## src/design/afma_pkg.sv

```systemverilog
`timescale 1ns / 1ps

package afma_pkg;

  localparam int COORD_W    = 24;
  localparam int MAG_W      = 24;
  localparam int SQ_W       = 48;
  localparam int SSUM_W     = 50;
  localparam int DIST_W     = 25;
  localparam int REM_W      = 26;
  localparam int STIFF_W    = 10;
  localparam int DZ_W       = 24;
  localparam int FORCE_W    = 16;
  localparam int WLEN_W     = 7;
  localparam int PROD_W     = 35;
  localparam int LIMIT_W    = 27;
  localparam int QUO_W      = 16;
  localparam int FDIV_W     = 10;
  localparam int FORCE_DIV  = 1000;
  localparam int CFG_ADDR_W = 2;
  localparam int CFG_DATA_W = 24;
  localparam int MUL_CNT_W  = 4;
  localparam int SQR_CNT_W  = 5;
  localparam int ROOT_CNT_W = 5;
  localparam int DIV_CNT_W  = 4;

  typedef logic signed [COORD_W-1:0] coord_t;
  typedef logic [FORCE_W-1:0]        force_t;
  typedef logic [CFG_ADDR_W-1:0]     cfg_addr_t;
  typedef logic [CFG_DATA_W-1:0]     cfg_data_t;

  localparam cfg_addr_t REG_STIFFNESS = 2'd0;
  localparam cfg_addr_t REG_DEADZONE  = 2'd1;
  localparam cfg_addr_t REG_MAX_FORCE = 2'd2;
  localparam cfg_addr_t REG_WINDOW    = 2'd3;

  localparam logic [STIFF_W-1:0] STIFFNESS_RST = 10'd10;
  localparam logic [DZ_W-1:0]    DEADZONE_RST  = 24'd30000;
  localparam logic [FORCE_W-1:0] MAX_FORCE_RST = 16'd7000;
  localparam logic [WLEN_W-1:0]  WINDOW_RST    = 7'd50;

endpackage

```

## src/design/afma_if.sv

```systemverilog
`timescale 1ns / 1ps

interface afma_in_if import afma_pkg::*; ();
  logic   valid;
  logic   ready;
  coord_t effector_x;
  coord_t effector_y;
  coord_t effector_z;
  coord_t goal_x;
  coord_t goal_y;
  coord_t goal_z;

  modport source (
    output valid, effector_x, effector_y, effector_z, goal_x, goal_y, goal_z,
    input  ready
  );
  modport sink (
    input  valid, effector_x, effector_y, effector_z, goal_x, goal_y, goal_z,
    output ready
  );
endinterface

interface afma_out_if import afma_pkg::*; ();
  logic   valid;
  logic   ready;
  force_t force_average;
  force_t force_raw;

  modport source (output valid, force_average, force_raw, input ready);
  modport sink (input valid, force_average, force_raw, output ready);
endinterface

interface afma_cfg_if import afma_pkg::*; ();
  logic      valid;
  logic      ready;
  cfg_addr_t addr;
  cfg_data_t data;

  modport source (output valid, addr, data, input ready);
  modport sink (input valid, addr, data, output ready);
endinterface

```

## src/design/afma_ram.sv

```systemverilog
`timescale 1ns / 1ps

module afma_ram #(
  parameter int WIDTH = 16,
  parameter int DEPTH = 64,
  localparam int AW   = $clog2(DEPTH)
) (
  input  logic             clk,
  input  logic             we,
  input  logic [AW-1:0]    waddr,
  input  logic [WIDTH-1:0] wdata,
  input  logic             re,
  input  logic [AW-1:0]    raddr,
  output logic [WIDTH-1:0] rdata
);

  logic [WIDTH-1:0] mem_r [DEPTH];
  logic [WIDTH-1:0] rdata_r;

  always_ff @(posedge clk) begin
    if (we) begin
      mem_r[waddr] <= wdata;
    end
    if (re) begin
      rdata_r <= mem_r[raddr];
    end
  end

  assign rdata = rdata_r;

endmodule

```

## src/design/afma_sqr.sv

```systemverilog
`timescale 1ns / 1ps

module afma_sqr import afma_pkg::*; (
  input  logic            clk,
  input  logic            rst_n,
  input  logic            start,
  input  coord_t          a,
  input  coord_t          b,
  output logic            done,
  output logic [SQ_W-1:0] square
);

  logic                 busy_r;
  logic                 done_r;
  logic [SQR_CNT_W-1:0] cnt_r;
  logic [MAG_W-1:0]     mag_r;
  logic [SQ_W-1:0]      prod_r;

  logic signed [COORD_W:0] diff;
  logic [COORD_W:0]        diff_neg;
  logic [MAG_W-1:0]        mag;
  logic [MAG_W:0]          step_sum;

  // magnitude of the difference, then shift-add one multiplier bit a cycle
  assign diff     = {b[COORD_W-1], b} - {a[COORD_W-1], a};
  assign diff_neg = -diff;
  assign mag      = diff[COORD_W] ? diff_neg[MAG_W-1:0] : diff[MAG_W-1:0];
  assign step_sum = {1'b0, prod_r[SQ_W-1:MAG_W]} + (prod_r[0] ? {1'b0, mag_r} : '0);

  always_ff @(posedge clk) begin
    if (!rst_n) begin
      busy_r <= 1'b0;
      done_r <= 1'b0;
      cnt_r  <= '0;
    end else begin
      done_r <= 1'b0;
      if (start) begin
        busy_r <= 1'b1;
        cnt_r  <= '0;
      end else if (busy_r) begin
        cnt_r <= cnt_r + SQR_CNT_W'(1);
        if (cnt_r == SQR_CNT_W'(MAG_W - 1)) begin
          busy_r <= 1'b0;
          done_r <= 1'b1;
        end
      end
    end
  end

  always_ff @(posedge clk) begin
    if (start) begin
      mag_r  <= mag;
      prod_r <= {{MAG_W{1'b0}}, mag};
    end else if (busy_r) begin
      prod_r <= {step_sum, prod_r[MAG_W-1:1]};
    end
  end

  assign done   = done_r;
  assign square = prod_r;

endmodule

```

## src/design/afma_isqrt.sv

```systemverilog
`timescale 1ns / 1ps

module afma_isqrt import afma_pkg::*; (
  input  logic              clk,
  input  logic              rst_n,
  input  logic              start,
  input  logic [SSUM_W-1:0] radicand,
  output logic              done,
  output logic [DIST_W-1:0] root
);

  logic                  busy_r;
  logic                  done_r;
  logic [ROOT_CNT_W-1:0] cnt_r;
  logic [SSUM_W-1:0]     rad_r;
  logic [REM_W-1:0]      rem_r;
  logic [DIST_W-1:0]     root_r;

  logic [REM_W+1:0] rem2;
  logic [REM_W+1:0] trial;
  logic             ge;

  // one root bit per cycle, two radicand bits shifted in
  assign rem2  = {rem_r, rad_r[SSUM_W-1 -: 2]};
  assign trial = (REM_W + 2)'({root_r, 2'b01});
  assign ge    = rem2 >= trial;

  always_ff @(posedge clk) begin
    if (!rst_n) begin
      busy_r <= 1'b0;
      done_r <= 1'b0;
      cnt_r  <= '0;
    end else begin
      done_r <= 1'b0;
      if (start) begin
        busy_r <= 1'b1;
        cnt_r  <= '0;
      end else if (busy_r) begin
        cnt_r <= cnt_r + ROOT_CNT_W'(1);
        if (cnt_r == ROOT_CNT_W'(DIST_W - 1)) begin
          busy_r <= 1'b0;
          done_r <= 1'b1;
        end
      end
    end
  end

  always_ff @(posedge clk) begin
    if (start) begin
      rad_r  <= radicand;
      rem_r  <= '0;
      root_r <= '0;
    end else if (busy_r) begin
      rad_r  <= rad_r << 2;
      rem_r  <= ge ? REM_W'(rem2 - trial) : REM_W'(rem2);
      root_r <= {root_r[DIST_W-2:0], ge};
    end
  end

  assign done = done_r;
  assign root = root_r;

endmodule

```

## src/design/afma_div16.sv

```systemverilog
`timescale 1ns / 1ps

module afma_div16 import afma_pkg::*; #(
  parameter int DVS_W = 10
) (
  input  logic             clk,
  input  logic             rst_n,
  input  logic             start,
  input  logic [DVS_W-1:0] hi,
  input  logic [QUO_W-1:0] lo,
  input  logic [DVS_W-1:0] divisor,
  output logic             done,
  output logic [QUO_W-1:0] quot
);

  logic                 busy_r;
  logic                 done_r;
  logic [DIV_CNT_W-1:0] cnt_r;
  logic [DVS_W-1:0]     rem_r;
  logic [DVS_W-1:0]     dvs_r;
  logic [QUO_W-1:0]     lo_r;

  logic [DVS_W:0] rem2;
  logic [DVS_W:0] dvs_ext;
  logic           ge;

  // restoring division, hi < divisor so the quotient fits in QUO_W bits
  assign rem2    = {rem_r, lo_r[QUO_W-1]};
  assign dvs_ext = {1'b0, dvs_r};
  assign ge      = rem2 >= dvs_ext;

  always_ff @(posedge clk) begin
    if (!rst_n) begin
      busy_r <= 1'b0;
      done_r <= 1'b0;
      cnt_r  <= '0;
    end else begin
      done_r <= 1'b0;
      if (start) begin
        busy_r <= 1'b1;
        cnt_r  <= '0;
      end else if (busy_r) begin
        cnt_r <= cnt_r + DIV_CNT_W'(1);
        if (cnt_r == DIV_CNT_W'(QUO_W - 1)) begin
          busy_r <= 1'b0;
          done_r <= 1'b1;
        end
      end
    end
  end

  always_ff @(posedge clk) begin
    if (start) begin
      rem_r <= hi;
      dvs_r <= divisor;
      lo_r  <= lo;
    end else if (busy_r) begin
      rem_r <= ge ? DVS_W'(rem2 - dvs_ext) : DVS_W'(rem2);
      lo_r  <= {lo_r[QUO_W-2:0], ge};
    end
  end

  assign done = done_r;
  assign quot = lo_r;

endmodule

```

## src/design/assist_force_moving_average.sv

```systemverilog
// Assist force with spring law, deadzone, clamp and moving average.
// in_ch takes one word: effector and goal position, x/y/z in micrometres.
// out_ch gives one word per input: averaged force and this sample's raw force.
// cfg_ch writes stiffness, deadzone_distance, max_force and window_length by
// index 0 to 3; it is always ready. The user is to write it only while the
// block is idle; the block does not enforce this. A window_length write
// clears the sample ring, its write slot and the sum. The work is bit serial:
// the three squares in parallel lanes, the square root, the stiffness
// multiply, and the force and the average division on one shared divider,
// plus sequencing. The block takes no new word while it is busy with one;
// in_ch.ready is high while the sequencer is idle, even while a result
// still waits in the output register. A stalled receiver holds the result;
// a finished next result then waits in the sequencer until the output
// register is free.
// Reset: registers take their default values and the ring reads as zero at
// once (no clearing pass; entries count as written only after the first wrap).
`timescale 1ns / 1ps

module assist_force_moving_average import afma_pkg::*; #(
  parameter int MAX_WINDOW = 64
) (
  input  logic        clk,
  input  logic        rst_n,
  afma_in_if.sink     in_ch,
  afma_out_if.source  out_ch,
  afma_cfg_if.sink    cfg_ch
);

  localparam int RING_AW = $clog2(MAX_WINDOW);
  localparam int WIN_W   = $clog2(MAX_WINDOW + 1);
  localparam int SUM_W   = FORCE_W + RING_AW;
  localparam int EXT_W   = (WIN_W > WLEN_W) ? WIN_W : WLEN_W;
  localparam int DVS_W   = (WIN_W > FDIV_W) ? WIN_W : FDIV_W;

  localparam logic [3:0] ST_IDLE   = 4'd0;
  localparam logic [3:0] ST_SQR    = 4'd1;
  localparam logic [3:0] ST_SUM    = 4'd2;
  localparam logic [3:0] ST_ROOT   = 4'd3;
  localparam logic [3:0] ST_MUL    = 4'd4;
  localparam logic [3:0] ST_FCHK   = 4'd5;
  localparam logic [3:0] ST_FDIV   = 4'd6;
  localparam logic [3:0] ST_RING   = 4'd7;
  localparam logic [3:0] ST_ASTART = 4'd8;
  localparam logic [3:0] ST_ADIV   = 4'd9;
  localparam logic [3:0] ST_OUT    = 4'd10;

  logic [3:0]         state_r,   state_nxt;
  logic [STIFF_W-1:0] stiff_r,   stiff_nxt;
  logic [DZ_W-1:0]    dz_r,      dz_nxt;
  logic [FORCE_W-1:0] maxf_r,    maxf_nxt;
  logic [WLEN_W-1:0]  wlen_r,    wlen_nxt;
  logic [RING_AW-1:0] slot_r,    slot_nxt;
  logic               wrapped_r, wrapped_nxt;
  logic [SUM_W-1:0]   sum_r,     sum_nxt;
  logic               out_valid_r, out_valid_nxt;
  logic [MUL_CNT_W-1:0] mul_cnt_r, mul_cnt_nxt;

  logic [SSUM_W-1:0]  ssum_r,    ssum_nxt;
  logic [PROD_W-1:0]  prod_r,    prod_nxt;
  logic [LIMIT_W-1:0] limit_r,   limit_nxt;
  logic               zero_r,    zero_nxt;
  logic               sat_r,     sat_nxt;
  force_t             force_r,   force_nxt;
  force_t             avg_r,     avg_nxt;
  force_t             out_avg_r, out_avg_nxt;
  force_t             out_raw_r, out_raw_nxt;

  logic               in_acc;
  logic               cfg_acc;
  logic [EXT_W-1:0]   wlen_ext;
  logic [WIN_W-1:0]   eff_win;
  logic [WIN_W-1:0]   slot_inc;

  logic [2:0]         sq_done;
  logic [SQ_W-1:0]    sq_x;
  logic [SQ_W-1:0]    sq_y;
  logic [SQ_W-1:0]    sq_z;

  logic               root_start;
  logic [SSUM_W-1:0]  radicand;
  logic               root_done;
  logic [DIST_W-1:0]  dist_um;

  logic [DIST_W:0]    mul_add;
  logic               below_dz;
  logic               over_limit;

  logic               div_start;
  logic [DVS_W-1:0]   div_hi;
  logic [QUO_W-1:0]   div_lo;
  logic [DVS_W-1:0]   div_dvs;
  logic               div_done;
  logic [QUO_W-1:0]   div_q;

  logic               ram_we;
  force_t             ram_rdata;
  force_t             old_val;

  assign in_acc  = in_ch.valid && in_ch.ready;
  assign cfg_acc = cfg_ch.valid && cfg_ch.ready;

  assign in_ch.ready          = (state_r == ST_IDLE);
  assign cfg_ch.ready         = 1'b1;
  assign out_ch.valid         = out_valid_r;
  assign out_ch.force_average = out_avg_r;
  assign out_ch.force_raw     = out_raw_r;

  // window of zero acts as one, above the ring size as the ring size
  assign wlen_ext = EXT_W'(wlen_r);
  always_comb begin
    priority if (wlen_r == '0) begin
      eff_win = WIN_W'(1);
    end else if (wlen_ext > EXT_W'(MAX_WINDOW)) begin
      eff_win = WIN_W'(MAX_WINDOW);
    end else begin
      eff_win = WIN_W'(wlen_r);
    end
  end

  afma_sqr u_sqr_x (
    .clk    (clk),
    .rst_n  (rst_n),
    .start  (in_acc),
    .a      (in_ch.effector_x),
    .b      (in_ch.goal_x),
    .done   (sq_done[0]),
    .square (sq_x)
  );

  afma_sqr u_sqr_y (
    .clk    (clk),
    .rst_n  (rst_n),
    .start  (in_acc),
    .a      (in_ch.effector_y),
    .b      (in_ch.goal_y),
    .done   (sq_done[1]),
    .square (sq_y)
  );

  afma_sqr u_sqr_z (
    .clk    (clk),
    .rst_n  (rst_n),
    .start  (in_acc),
    .a      (in_ch.effector_z),
    .b      (in_ch.goal_z),
    .done   (sq_done[2]),
    .square (sq_z)
  );

  afma_isqrt u_isqrt (
    .clk      (clk),
    .rst_n    (rst_n),
    .start    (root_start),
    .radicand (radicand),
    .done     (root_done),
    .root     (dist_um)
  );

  afma_div16 #(.DVS_W(DVS_W)) u_div (
    .clk     (clk),
    .rst_n   (rst_n),
    .start   (div_start),
    .hi      (div_hi),
    .lo      (div_lo),
    .divisor (div_dvs),
    .done    (div_done),
    .quot    (div_q)
  );

  afma_ram #(.WIDTH(FORCE_W), .DEPTH(MAX_WINDOW)) u_ring (
    .clk   (clk),
    .we    (ram_we),
    .waddr (slot_r),
    .wdata (force_r),
    .re    (in_acc),
    .raddr (slot_r),
    .rdata (ram_rdata)
  );

  assign radicand   = ssum_r + SSUM_W'(sq_z);
  assign mul_add    = {1'b0, prod_r[PROD_W-1:STIFF_W]} + (prod_r[0] ? {1'b0, dist_um} : '0);
  assign below_dz   = dist_um < DIST_W'(dz_r);
  assign over_limit = prod_r >= PROD_W'(limit_r);
  assign old_val    = wrapped_r ? ram_rdata : '0;
  assign slot_inc   = WIN_W'(slot_r) + WIN_W'(1);

  always_comb begin
    state_nxt     = state_r;
    stiff_nxt     = stiff_r;
    dz_nxt        = dz_r;
    maxf_nxt      = maxf_r;
    wlen_nxt      = wlen_r;
    slot_nxt      = slot_r;
    wrapped_nxt   = wrapped_r;
    sum_nxt       = sum_r;
    out_valid_nxt = out_valid_r;
    mul_cnt_nxt   = mul_cnt_r;
    ssum_nxt      = ssum_r;
    prod_nxt      = prod_r;
    limit_nxt     = limit_r;
    zero_nxt      = zero_r;
    sat_nxt       = sat_r;
    force_nxt     = force_r;
    avg_nxt       = avg_r;
    out_avg_nxt   = out_avg_r;
    out_raw_nxt   = out_raw_r;
    root_start    = 1'b0;
    div_start     = 1'b0;
    div_hi        = '0;
    div_lo        = '0;
    div_dvs       = DVS_W'(FORCE_DIV);
    ram_we        = 1'b0;

    if (out_valid_r && out_ch.ready) begin
      out_valid_nxt = 1'b0;
    end

    if (cfg_acc) begin
      unique case (cfg_ch.addr)
        REG_STIFFNESS: stiff_nxt = cfg_ch.data[STIFF_W-1:0];
        REG_DEADZONE:  dz_nxt    = cfg_ch.data[DZ_W-1:0];
        REG_MAX_FORCE: maxf_nxt  = cfg_ch.data[FORCE_W-1:0];
        REG_WINDOW: begin
          wlen_nxt    = cfg_ch.data[WLEN_W-1:0];
          slot_nxt    = '0;
          wrapped_nxt = 1'b0;
          sum_nxt     = '0;
        end
      endcase
    end

    unique case (state_r)
      ST_IDLE: begin
        if (in_acc) begin
          // saturation threshold on the product: (max_force + 1) * 1000
          limit_nxt = (LIMIT_W'(maxf_r) + LIMIT_W'(1)) * LIMIT_W'(FORCE_DIV);
          state_nxt = ST_SQR;
        end
      end
      ST_SQR: begin
        if (&sq_done) begin
          ssum_nxt  = SSUM_W'(sq_x) + SSUM_W'(sq_y);
          state_nxt = ST_SUM;
        end
      end
      ST_SUM: begin
        root_start = 1'b1;
        state_nxt  = ST_ROOT;
      end
      ST_ROOT: begin
        if (root_done) begin
          prod_nxt    = {{DIST_W{1'b0}}, stiff_r};
          mul_cnt_nxt = '0;
          state_nxt   = ST_MUL;
        end
      end
      ST_MUL: begin
        prod_nxt    = {mul_add, prod_r[STIFF_W-1:1]};
        mul_cnt_nxt = mul_cnt_r + MUL_CNT_W'(1);
        if (mul_cnt_r == MUL_CNT_W'(STIFF_W - 1)) begin
          state_nxt = ST_FCHK;
        end
      end
      ST_FCHK: begin
        zero_nxt  = below_dz;
        sat_nxt   = over_limit;
        div_start = 1'b1;
        if (!below_dz && !over_limit) begin
          div_hi = DVS_W'(prod_r[FORCE_W+FDIV_W-1:FORCE_W]);
          div_lo = prod_r[FORCE_W-1:0];
        end
        state_nxt = ST_FDIV;
      end
      ST_FDIV: begin
        if (div_done) begin
          priority if (zero_r) begin
            force_nxt = '0;
          end else if (sat_r) begin
            force_nxt = maxf_r;
          end else begin
            force_nxt = div_q;
          end
          state_nxt = ST_RING;
        end
      end
      ST_RING: begin
        ram_we  = 1'b1;
        sum_nxt = sum_r - SUM_W'(old_val) + SUM_W'(force_r);
        if (slot_inc >= eff_win) begin
          slot_nxt    = '0;
          wrapped_nxt = 1'b1;
        end else begin
          slot_nxt = slot_inc[RING_AW-1:0];
        end
        state_nxt = ST_ASTART;
      end
      ST_ASTART: begin
        div_start = 1'b1;
        div_hi    = DVS_W'(sum_r[SUM_W-1:FORCE_W]);
        div_lo    = sum_r[FORCE_W-1:0];
        div_dvs   = DVS_W'(eff_win);
        state_nxt = ST_ADIV;
      end
      ST_ADIV: begin
        if (div_done) begin
          avg_nxt   = div_q;
          state_nxt = ST_OUT;
        end
      end
      ST_OUT: begin
        if (!out_valid_r || out_ch.ready) begin
          out_avg_nxt   = avg_r;
          out_raw_nxt   = force_r;
          out_valid_nxt = 1'b1;
          state_nxt     = ST_IDLE;
        end
      end
      default: begin
        state_nxt = ST_IDLE;
      end
    endcase
  end

  always_ff @(posedge clk) begin
    if (!rst_n) begin
      state_r     <= ST_IDLE;
      stiff_r     <= STIFFNESS_RST;
      dz_r        <= DEADZONE_RST;
      maxf_r      <= MAX_FORCE_RST;
      wlen_r      <= WINDOW_RST;
      slot_r      <= '0;
      wrapped_r   <= 1'b0;
      sum_r       <= '0;
      out_valid_r <= 1'b0;
      mul_cnt_r   <= '0;
    end else begin
      state_r     <= state_nxt;
      stiff_r     <= stiff_nxt;
      dz_r        <= dz_nxt;
      maxf_r      <= maxf_nxt;
      wlen_r      <= wlen_nxt;
      slot_r      <= slot_nxt;
      wrapped_r   <= wrapped_nxt;
      sum_r       <= sum_nxt;
      out_valid_r <= out_valid_nxt;
      mul_cnt_r   <= mul_cnt_nxt;
    end
  end

  always_ff @(posedge clk) begin
    ssum_r    <= ssum_nxt;
    prod_r    <= prod_nxt;
    limit_r   <= limit_nxt;
    zero_r    <= zero_nxt;
    sat_r     <= sat_nxt;
    force_r   <= force_nxt;
    avg_r     <= avg_nxt;
    out_avg_r <= out_avg_nxt;
    out_raw_r <= out_raw_nxt;
  end

  assert property (@(posedge clk) disable iff (!rst_n)
    WIN_W'(slot_r) < eff_win)
    else $error("ring slot outside window");

  assert property (@(posedge clk) disable iff (!rst_n)
    WIN_W'(sum_r[SUM_W-1:FORCE_W]) < eff_win)
    else $error("running sum exceeds window capacity");

  assert property (@(posedge clk) disable iff (!rst_n)
    div_done |-> (state_r == ST_FDIV || state_r == ST_ADIV))
    else $error("divider finished outside a divide state");

  assert property (@(posedge clk) disable iff (!rst_n)
    (state_r == ST_RING) |-> (force_r <= maxf_r))
    else $error("raw force above max force");

endmodule

```

## src/flat_wrapper.sv

```systemverilog
// flat-port wrapper written by rule: the top's interface ports become plain ports
module assist_force_moving_average_flat import afma_pkg::*;
#(
  parameter int MAX_WINDOW = 64
)
  (clk, rst_n, in_ch_valid, in_ch_effector_x, in_ch_effector_y, in_ch_effector_z, in_ch_goal_x, in_ch_goal_y, in_ch_goal_z, in_ch_ready, out_ch_valid, out_ch_force_average, out_ch_force_raw, out_ch_ready, cfg_ch_valid, cfg_ch_addr, cfg_ch_data, cfg_ch_ready);
  afma_in_if in_ch_i ();
  afma_out_if out_ch_i ();
  afma_cfg_if cfg_ch_i ();
  input  logic clk;
  input  logic rst_n;
  input wire logic [$bits(in_ch_i.valid)-1:0] in_ch_valid;
  input wire logic [$bits(in_ch_i.effector_x)-1:0] in_ch_effector_x;
  input wire logic [$bits(in_ch_i.effector_y)-1:0] in_ch_effector_y;
  input wire logic [$bits(in_ch_i.effector_z)-1:0] in_ch_effector_z;
  input wire logic [$bits(in_ch_i.goal_x)-1:0] in_ch_goal_x;
  input wire logic [$bits(in_ch_i.goal_y)-1:0] in_ch_goal_y;
  input wire logic [$bits(in_ch_i.goal_z)-1:0] in_ch_goal_z;
  output wire logic [$bits(in_ch_i.ready)-1:0] in_ch_ready;
  output wire logic [$bits(out_ch_i.valid)-1:0] out_ch_valid;
  output wire logic [$bits(out_ch_i.force_average)-1:0] out_ch_force_average;
  output wire logic [$bits(out_ch_i.force_raw)-1:0] out_ch_force_raw;
  input wire logic [$bits(out_ch_i.ready)-1:0] out_ch_ready;
  input wire logic [$bits(cfg_ch_i.valid)-1:0] cfg_ch_valid;
  input wire logic [$bits(cfg_ch_i.addr)-1:0] cfg_ch_addr;
  input wire logic [$bits(cfg_ch_i.data)-1:0] cfg_ch_data;
  output wire logic [$bits(cfg_ch_i.ready)-1:0] cfg_ch_ready;
  assign in_ch_i.valid = in_ch_valid;
  assign in_ch_i.effector_x = in_ch_effector_x;
  assign in_ch_i.effector_y = in_ch_effector_y;
  assign in_ch_i.effector_z = in_ch_effector_z;
  assign in_ch_i.goal_x = in_ch_goal_x;
  assign in_ch_i.goal_y = in_ch_goal_y;
  assign in_ch_i.goal_z = in_ch_goal_z;
  assign in_ch_ready = in_ch_i.ready;
  assign out_ch_valid = out_ch_i.valid;
  assign out_ch_force_average = out_ch_i.force_average;
  assign out_ch_force_raw = out_ch_i.force_raw;
  assign out_ch_i.ready = out_ch_ready;
  assign cfg_ch_i.valid = cfg_ch_valid;
  assign cfg_ch_i.addr = cfg_ch_addr;
  assign cfg_ch_i.data = cfg_ch_data;
  assign cfg_ch_ready = cfg_ch_i.ready;
  assist_force_moving_average #(.MAX_WINDOW(MAX_WINDOW)) u_core (.clk(clk), .rst_n(rst_n), .in_ch(in_ch_i), .out_ch(out_ch_i), .cfg_ch(cfg_ch_i));
endmodule
```

## config.mk

```make
export PLATFORM = sky130hd
export DESIGN_NAME = assist_force_moving_average_flat
export DESIGN_NICKNAME = d
export VERILOG_FILES = /design/src/design/afma_pkg.sv /design/src/design/afma_if.sv /design/src/design/afma_ram.sv /design/src/design/afma_sqr.sv /design/src/design/afma_isqrt.sv /design/src/design/afma_div16.sv /design/src/design/assist_force_moving_average.sv /design/src/flat_wrapper.sv
export SDC_FILE = /design/constraint.sdc
export NUM_CORES = 2
export LEC_CHECK = 0
export ABC_AREA = 1
export BUFFER_PORTS_ARGS = -buffer_cell sky130_fd_sc_hd__clkbuf_2
export CAP_MARGIN = 30
export CELL_PAD_IN_SITES_DETAIL_PLACEMENT = 1
export CELL_PAD_IN_SITES_GLOBAL_PLACEMENT = 1
export CORE_UTILIZATION = 44
export CTS_CLUSTER_DIAMETER = 30
export DETAILED_ROUTE_END_ITERATION = 7
export PLACE_DENSITY_LB_ADDON = 0.3
export SKIP_LAST_GASP = 1
export SLEW_MARGIN = 20
export SYNTH_ARGS = -nofsm -noshare
export SYNTH_HDL_FRONTEND = slang
export SYNTH_HIERARCHICAL = 1
export SYNTH_SLANG_ARGS = --single-unit
```

## constraint.sdc

```tcl
create_clock -name clk -period 7.95 [get_ports clk]
set_input_delay 0.795 -clock clk [delete_from_list [all_inputs] [get_ports clk]]
set_output_delay 0.795 -clock clk [all_outputs]
set_load 0.02 [all_outputs]
```

Word level (Yosys, flattened, before mapping)
Memories as Yosys holds them, arrays and structs flattened. A register that Yosys moved wholly into a read port is not among the register bits.
Index checks and enable logic that the tools add are counted.
W data, S select, Z words.

operators by class
  add/subtract/negate cells = 24
  multiply operators = 1
  $lt $le $gt $ge = 6
  eq/ne operators = 26
  mux-type cells = 81
  bitwise logic cells = 6
  reductions and logical operators = 40

operators with widths
  cell                     number
  $mux W24                 12
  $mux W50                 2
  $mux W16                 5
  $add A24 B24 Y25         3
  $sub A24 B24 Y25         3
  $neg A24 Y24             3
  $pmux W35 S2             1
  $mux W22                 3
  $add A50 B48 Y50         1
  $mux W10                 5
  $add A48 B48 Y49         1
  $pmux W4 S11             1
  $ge A35 B27 Y1           1
  $mux W35                 1
  $mux W1                  32
  $mux W4                  8
  $pmux W16 S2             1
  $ge A28 B27 Y1           1
  $mul A27 B7 Y24 const B  1
  $add A25 B26 Y26         1
  $mux W26                 1
  $sub A26 B26 Y26         1
  $lt A25 B24 Y1           1
  $mux W25                 1
  37 further kinds         94

storage, ports and cells
  flip-flop bits (word level) = 657
  bits in writable memories = 1,024
  input port bits = 175
  output and inout port bits = 35
  word-level logic and storage cells = 235
  memories = 1

memory list
  memory               depth  bits a word  rd ports  clocked after memory_dff  wr ports  line            RTL
  u_core.u_ring.mem_r  64     16           1         1                         1         afma_ram.sv:17  logic [WIDTH-1:0] mem_r [DEPTH];

Longest topological paths before layout
  depth in word-level cells = 6
  gate-level depth with buffers = 27
  gate-level depth less buffers = 27

Cells and area by module
The synthesis kept the hierarchy.

modules (own cells, without submodules)
  module                       instances  cells each  area an instance (um^2)  sequential area each (um^2)
  afma_ram                     1          3,531       42,286.8                 31,230.0
  assist_force_moving_average  1          3,885       26,138.8                 7,126.8
  afma_sqr                     3          1,065       6,974.2                  2,062.0
  afma_isqrt                   1          878         6,246.0                  2,662.6
  afma_div16                   1          294         2,453.6                  1,201.2

Worst setup path before layout
Ideal clock, no wire load.

  kind = input-to-reg
  start = input port in_ch_valid
  end = register u_core.u_sqr_x.prod_r[0] (netlist: u_core/u_sqr_x/square[0]), enable pin
  setup time = 0.382 ns
  arrival = 7.334 ns
  data required time = 7.568 ns
  slack = 0.234 ns
  cell stages on the path = 4
  path buffers = 0
  path through = inv_1 > nor2_1 > nor2_1 > inv_1

between the ends
  word-level cells in the longest chain between the ends = 2

ends and longest elaborated chain
  what                                 line                               RTL
  start, declared                      flat_wrapper.sv:12                 input wire logic [$bits(in_ch_i.valid)-1:0] in_ch_valid;
  $logic_and A1 B1 Y1                  assist_force_moving_average.sv:99  assign in_acc = in_ch.valid && in_ch.ready;
  net u_core.in_acc                    assist_force_moving_average.sv:68  logic in_acc;
  $reduce_bool A2 Y1 (no source line)  n/a
  end signal, assigned                 afma_sqr.sv:53                     prod_r <= {{MAG_W{1'b0}}, mag};
  end signal, assigned                 afma_sqr.sv:55                     prod_r <= {step_sum, prod_r[MAG_W-1:1]};
  end, declared                        afma_sqr.sv:17                     logic [SQ_W-1:0] prod_r;

The timed path passes the listed nets, and every way through them passes these cells.
A chain may end at the register's enable or synchronous reset.

Worst setup path after layout
  start = register u_core.maxf_r[1]
  end = register u_core.limit_r[24], data pin

between the ends
  word-level cells in the longest chain between the ends = 2

ends and longest elaborated chain
  what                    line                                RTL
  start, declared         assist_force_moving_average.sv:50   logic [FORCE_W-1:0] maxf_r, maxf_nxt;
  start signal, assigned  assist_force_moving_average.sv:340  maxf_r <= maxf_nxt;
  $add A16 B1 Y17         assist_force_moving_average.sv:236  limit_nxt = (LIMIT_W'(maxf_r) + LIMIT_W'(1)) * LIMIT_W'(FORCE_DIV);
  $mul A27 B7 Y24         assist_force_moving_average.sv:236
  end signal, assigned    assist_force_moving_average.sv:353  limit_r <= limit_nxt;
  end, declared           assist_force_moving_average.sv:60   logic [LIMIT_W-1:0] limit_r, limit_nxt;

Every way passes these cells.

==> results by group <==
Status
  • Outcome: finished, final reports clean

Floorplan
  • Core area: 0.221 mm2
  • Die height: 474 um
  • Die span in x: 474 um
  • Total I/O pin count: 210
  • Row count: 172
  • Starting Density: 0.444
  • Die area: 0.225 mm2

Clock network
  • Root buffer cell: clkbuf_16
  • Worst skew pair latency: 1.04 ns
  • # resized after CTS: 0
  • H-tree depth: 5
  • CTS Hold Buffers Added: 0
  • Clock slew at reported path FFs: 0.04 ns
  • CTS tree: done
  • CTS Buffer Depth: 4
  • TritonCTS Sinks: 1696
  • Clock buffer count from CTS: 392
  • Post-CTS Setup Inserts: 0

Yosys
  • Syn_nets: 12.5k
  • Synthesis Warnings: 6
  • Syn Area/Cell: 8.32 um2
  • Syn Std Cell Area: 0.0980 mm2
  • Seq cells post-synth: 1696
  • Seq/Total Area, Yosys: 0.494
  • Unique masters post-synth: 64
  • Post-Syn Instances: 11.8k
  • Synth Flop Type: edfxtp_1
  • Asr flop ratio synth: 0
  • EDFF count, synth: 1444

Timing
  • Setup_tns: 0 ns
  • Tightest Pin Transition: 1.21 ns
  • Slew HR: 0.193
  • Final period utilization: 0.720
  • Slew Limit Fails: 0
  • Highest clock rate: 175 MHz
  • Skew final: 0.150 ns
  • # setup viols final: 0
  • RSZ-0062 raised after global routing: false
  • Tmin final: 5.73 ns
  • Final Hold Viols: 0

Critical path
  • CP startpoint kind: flop
  • R2R Setup Slk: 2.22 ns
  • Worst-path maximum fanout: 6
  • Slowest stage cell, crit path: fa_1
  • Worst Setup End Kind: flop
  • Reg-to-Reg Start: u_core/maxf_r[1]
  • CP required: 8.64 ns
  • Crit-path max cell delay: 0.56 ns
  • Crit path cell chain: ha_1 > nand4_1 > nor2_4 > nand4_4 > nor2_4 > nand3_1 > nand2_1 > inv_1 > fa_1 > inv_1 > fa_1 > fa_1 > fa_1 > inv_1 > ha_1 > nand2_1 > nor2_1 > nor3b_1 > nand4_1 > nand3_1 > xor2_1
  • Kind of critical path: flop to flop
  • Reg2Reg Capture Point: u_core/limit_r[24]
  • FF-to-FF path depth: 21
  • CP dominant cell by count: fa_1
  • Worst path arrival time: 6.41 ns

Hold path
  • HP Class: input pin to flop
  • Hold endpoint: u_core/dz_r[13]
  • Hold Path Origin: cfg_ch_data[13]
  • WHS Path Cells: 3

Detailed routing
  • WL per Instance: 22.1 um
  • Post-route ant nets: 0
  • Vias: 85.0k
  • First-pass DRT Iterations: 8
  • DRC: 0
  • Routed WL: 341000 um
  • Initial DRC count: 6392
  • DR vias/cell: 5.50

Global routing
  • Vias in the first global route: 89.4k
  • Grt ovf: 0
  • GR Util All Layers: 0.299
  • Antenna violations before repair: 10
  • First-pass GRT wire length: 519000 um
  • Pin count of the biggest net entering global routing: 208

Placement
  • Port Buf Inserts: 208
  • Placed cell area: 0.102 mm2
  • Global placement routability congestion: 0.937
  • DP Wirelength: 234000 um

Finish
  • Syn-to-layout area delta: 17.6%
  • Final core utilization: 0.523
  • # nets final: 12.9k
  • Layout cells sized above 1: 0.0971
  • Design area: 0.115 mm2
  • Layout fillers: 25.8k

Power
  • Total power: 39.7 mW
  • PwrDens: 344 mW/mm2
  • Max VDD drop: 0.290 mV
  • Leakage: 51.8 nW

Job
  • Max Cap Viol: 0
## logic make-up after synthesis
| kind of cell | Yosys count | synth area share |
|---|---|---|
| AND/OR/NAND/NOR | 6460 | 0.279 |
| buffers and inverters | 1929 | 0.0812 |
| flip-flops | 1696 | 0.494 |
| AO/OA/AOI/OAI | 988 | 0.0554 |
| adder cells (fa/ha/maj) | 519 | 0.0720 |
| XOR/XNOR | 190 | 0.0185 |
| other | 1 | 0.0000382 |
## flip-flops by register name (all words and copies together) (netlist names), 25 cells and up
register / cells
u_core/u_sqr_z/square: 48
u_core/u_isqrt/rem_r: 26
u_core/u_isqrt/rad_r: 50
u_core/u_sqr_x/square: 48
u_core/u_isqrt/root: 25
u_core/u_ring/mem_r: 1024
u_core/ssum_r: 49
u_core/u_sqr_y/square: 48
u_core/prod_r: 35
## Yosys cell counts (36+ instances only)
cell,count,share of area
nand3_1,1311,0.067
nand2_2,88,0.0056
ha_1,443,0.057
fa_1,76,0.016
clkbuf_1,108,0.0041
dfxtp_1,252,0.051
o211ai_1,36,0.0028
nor2_1,734,0.028
inv_1,1549,0.059
xnor2_1,47,0.0042
nand4_1,150,0.0096
edfxtp_1,1444,0.44
o21bai_1,36,0.0028
nand2_1,3920,0.15
o21ai_0,313,0.016
buf_2,134,0.0068
nor3_1,106,0.0054
xor2_1,129,0.012
a21oi_1,471,0.024
buf_6,57,0.0065
## how the worst max path moves through the flow
stage,slack [ns],to,cells past startpoint,start
finish,2.22,u_core/limit_r[24],21,u_core/maxf_r[1]
global route,1.79,u_core/limit_r[24],21,u_core/maxf_r[1]
CTS,2.21,u_core/limit_r[24],21,u_core/maxf_r[1]
detailed placement,2.25,u_core/limit_r[24],21,u_core/maxf_r[1]
global placement,2.21,u_core/limit_r[24],21,u_core/maxf_r[1]
floorplan,0.23,u_core/u_sqr_x/square[0],4,in_ch_valid
## report_power, final
group | leakage [nW] | internal (mW) | total, mW | switching, mW
sequential | 15.2 | 10.9 | 11.7 | 0.809
clock | 6.36 | 10.9 | 16.1 | 5.13
combinational | 30.2 | 3.70 | 11.9 | 8.18
total | 51.8 | 25.5 | 39.7 | 14.1
## layout make-up
class	count	area [um2]	area share
multi-input combinational	8158	41700	0.362
sequential	1696	48400	0.420
clock inverter	238	2780	0.0241
antenna	5	12.5	0.000108
tap	2958	3700	0.0321
timing repair buffer	354	2370	0.0205
clock buffer	467	10300	0.0897
inverter	1578	5950	0.0516
## per-layer routing
layer  part of all wire  GRT usage  wire, um  vias up
met5           0.000021          0         7        -
met1               0.43      0.390    146000    42000
met3              0.056     0.0407     19100      664
met2               0.48      0.498    162000     2643
met4              0.039      0.123     13400        2
li1                   -          -         -    39600
## cell usage in the layout (no fill, tap or decap), types with 119 or more instances in the layout
master	Yosys	final
o21ai_0	313	313
inv_1	1549	1546
dfxtp_1	252	248
nand4_1	150	150
nand3_1	1311	1310
xor2_1	129	129
clkbuf_2	0	208
buf_4	23	119
clkbuf_16	0	398
edfxtp_1	1444	1444
nand2_1	3920	3920
ha_1	443	443
a21oi_1	471	471
nor2_1	734	720
## metrics by stage
| step | worst slack (ns) | hold WS (ns) | std cells |
|---|---|---|---|
| 2_1_floorplan | 0.234 | 0.400 | 11800 |
| 3_3_place_gp | 2.21 | 0.407 | 14700 |
| 3_5_place_dp | 2.25 | 0.407 | 14700 |
| 4_1_cts | 2.21 | 0.118 | 15400 |
| 5_1_grt | 1.79 | 0.166 | 15500 |
| 6_report | 2.22 | 0.170 | 15500 |
## worst max-delay path: cells and delay by family, from the launching register on
family	cells	cell delay, ns
AND/OR/NAND/NOR	11	2.07
adder cells (fa/ha/maj)	6	2.65
flip-flops	1	0.40
buffers and inverters	3	0.26
XOR/XNOR	1	0.07
Power figures use the tool's default switching activity.
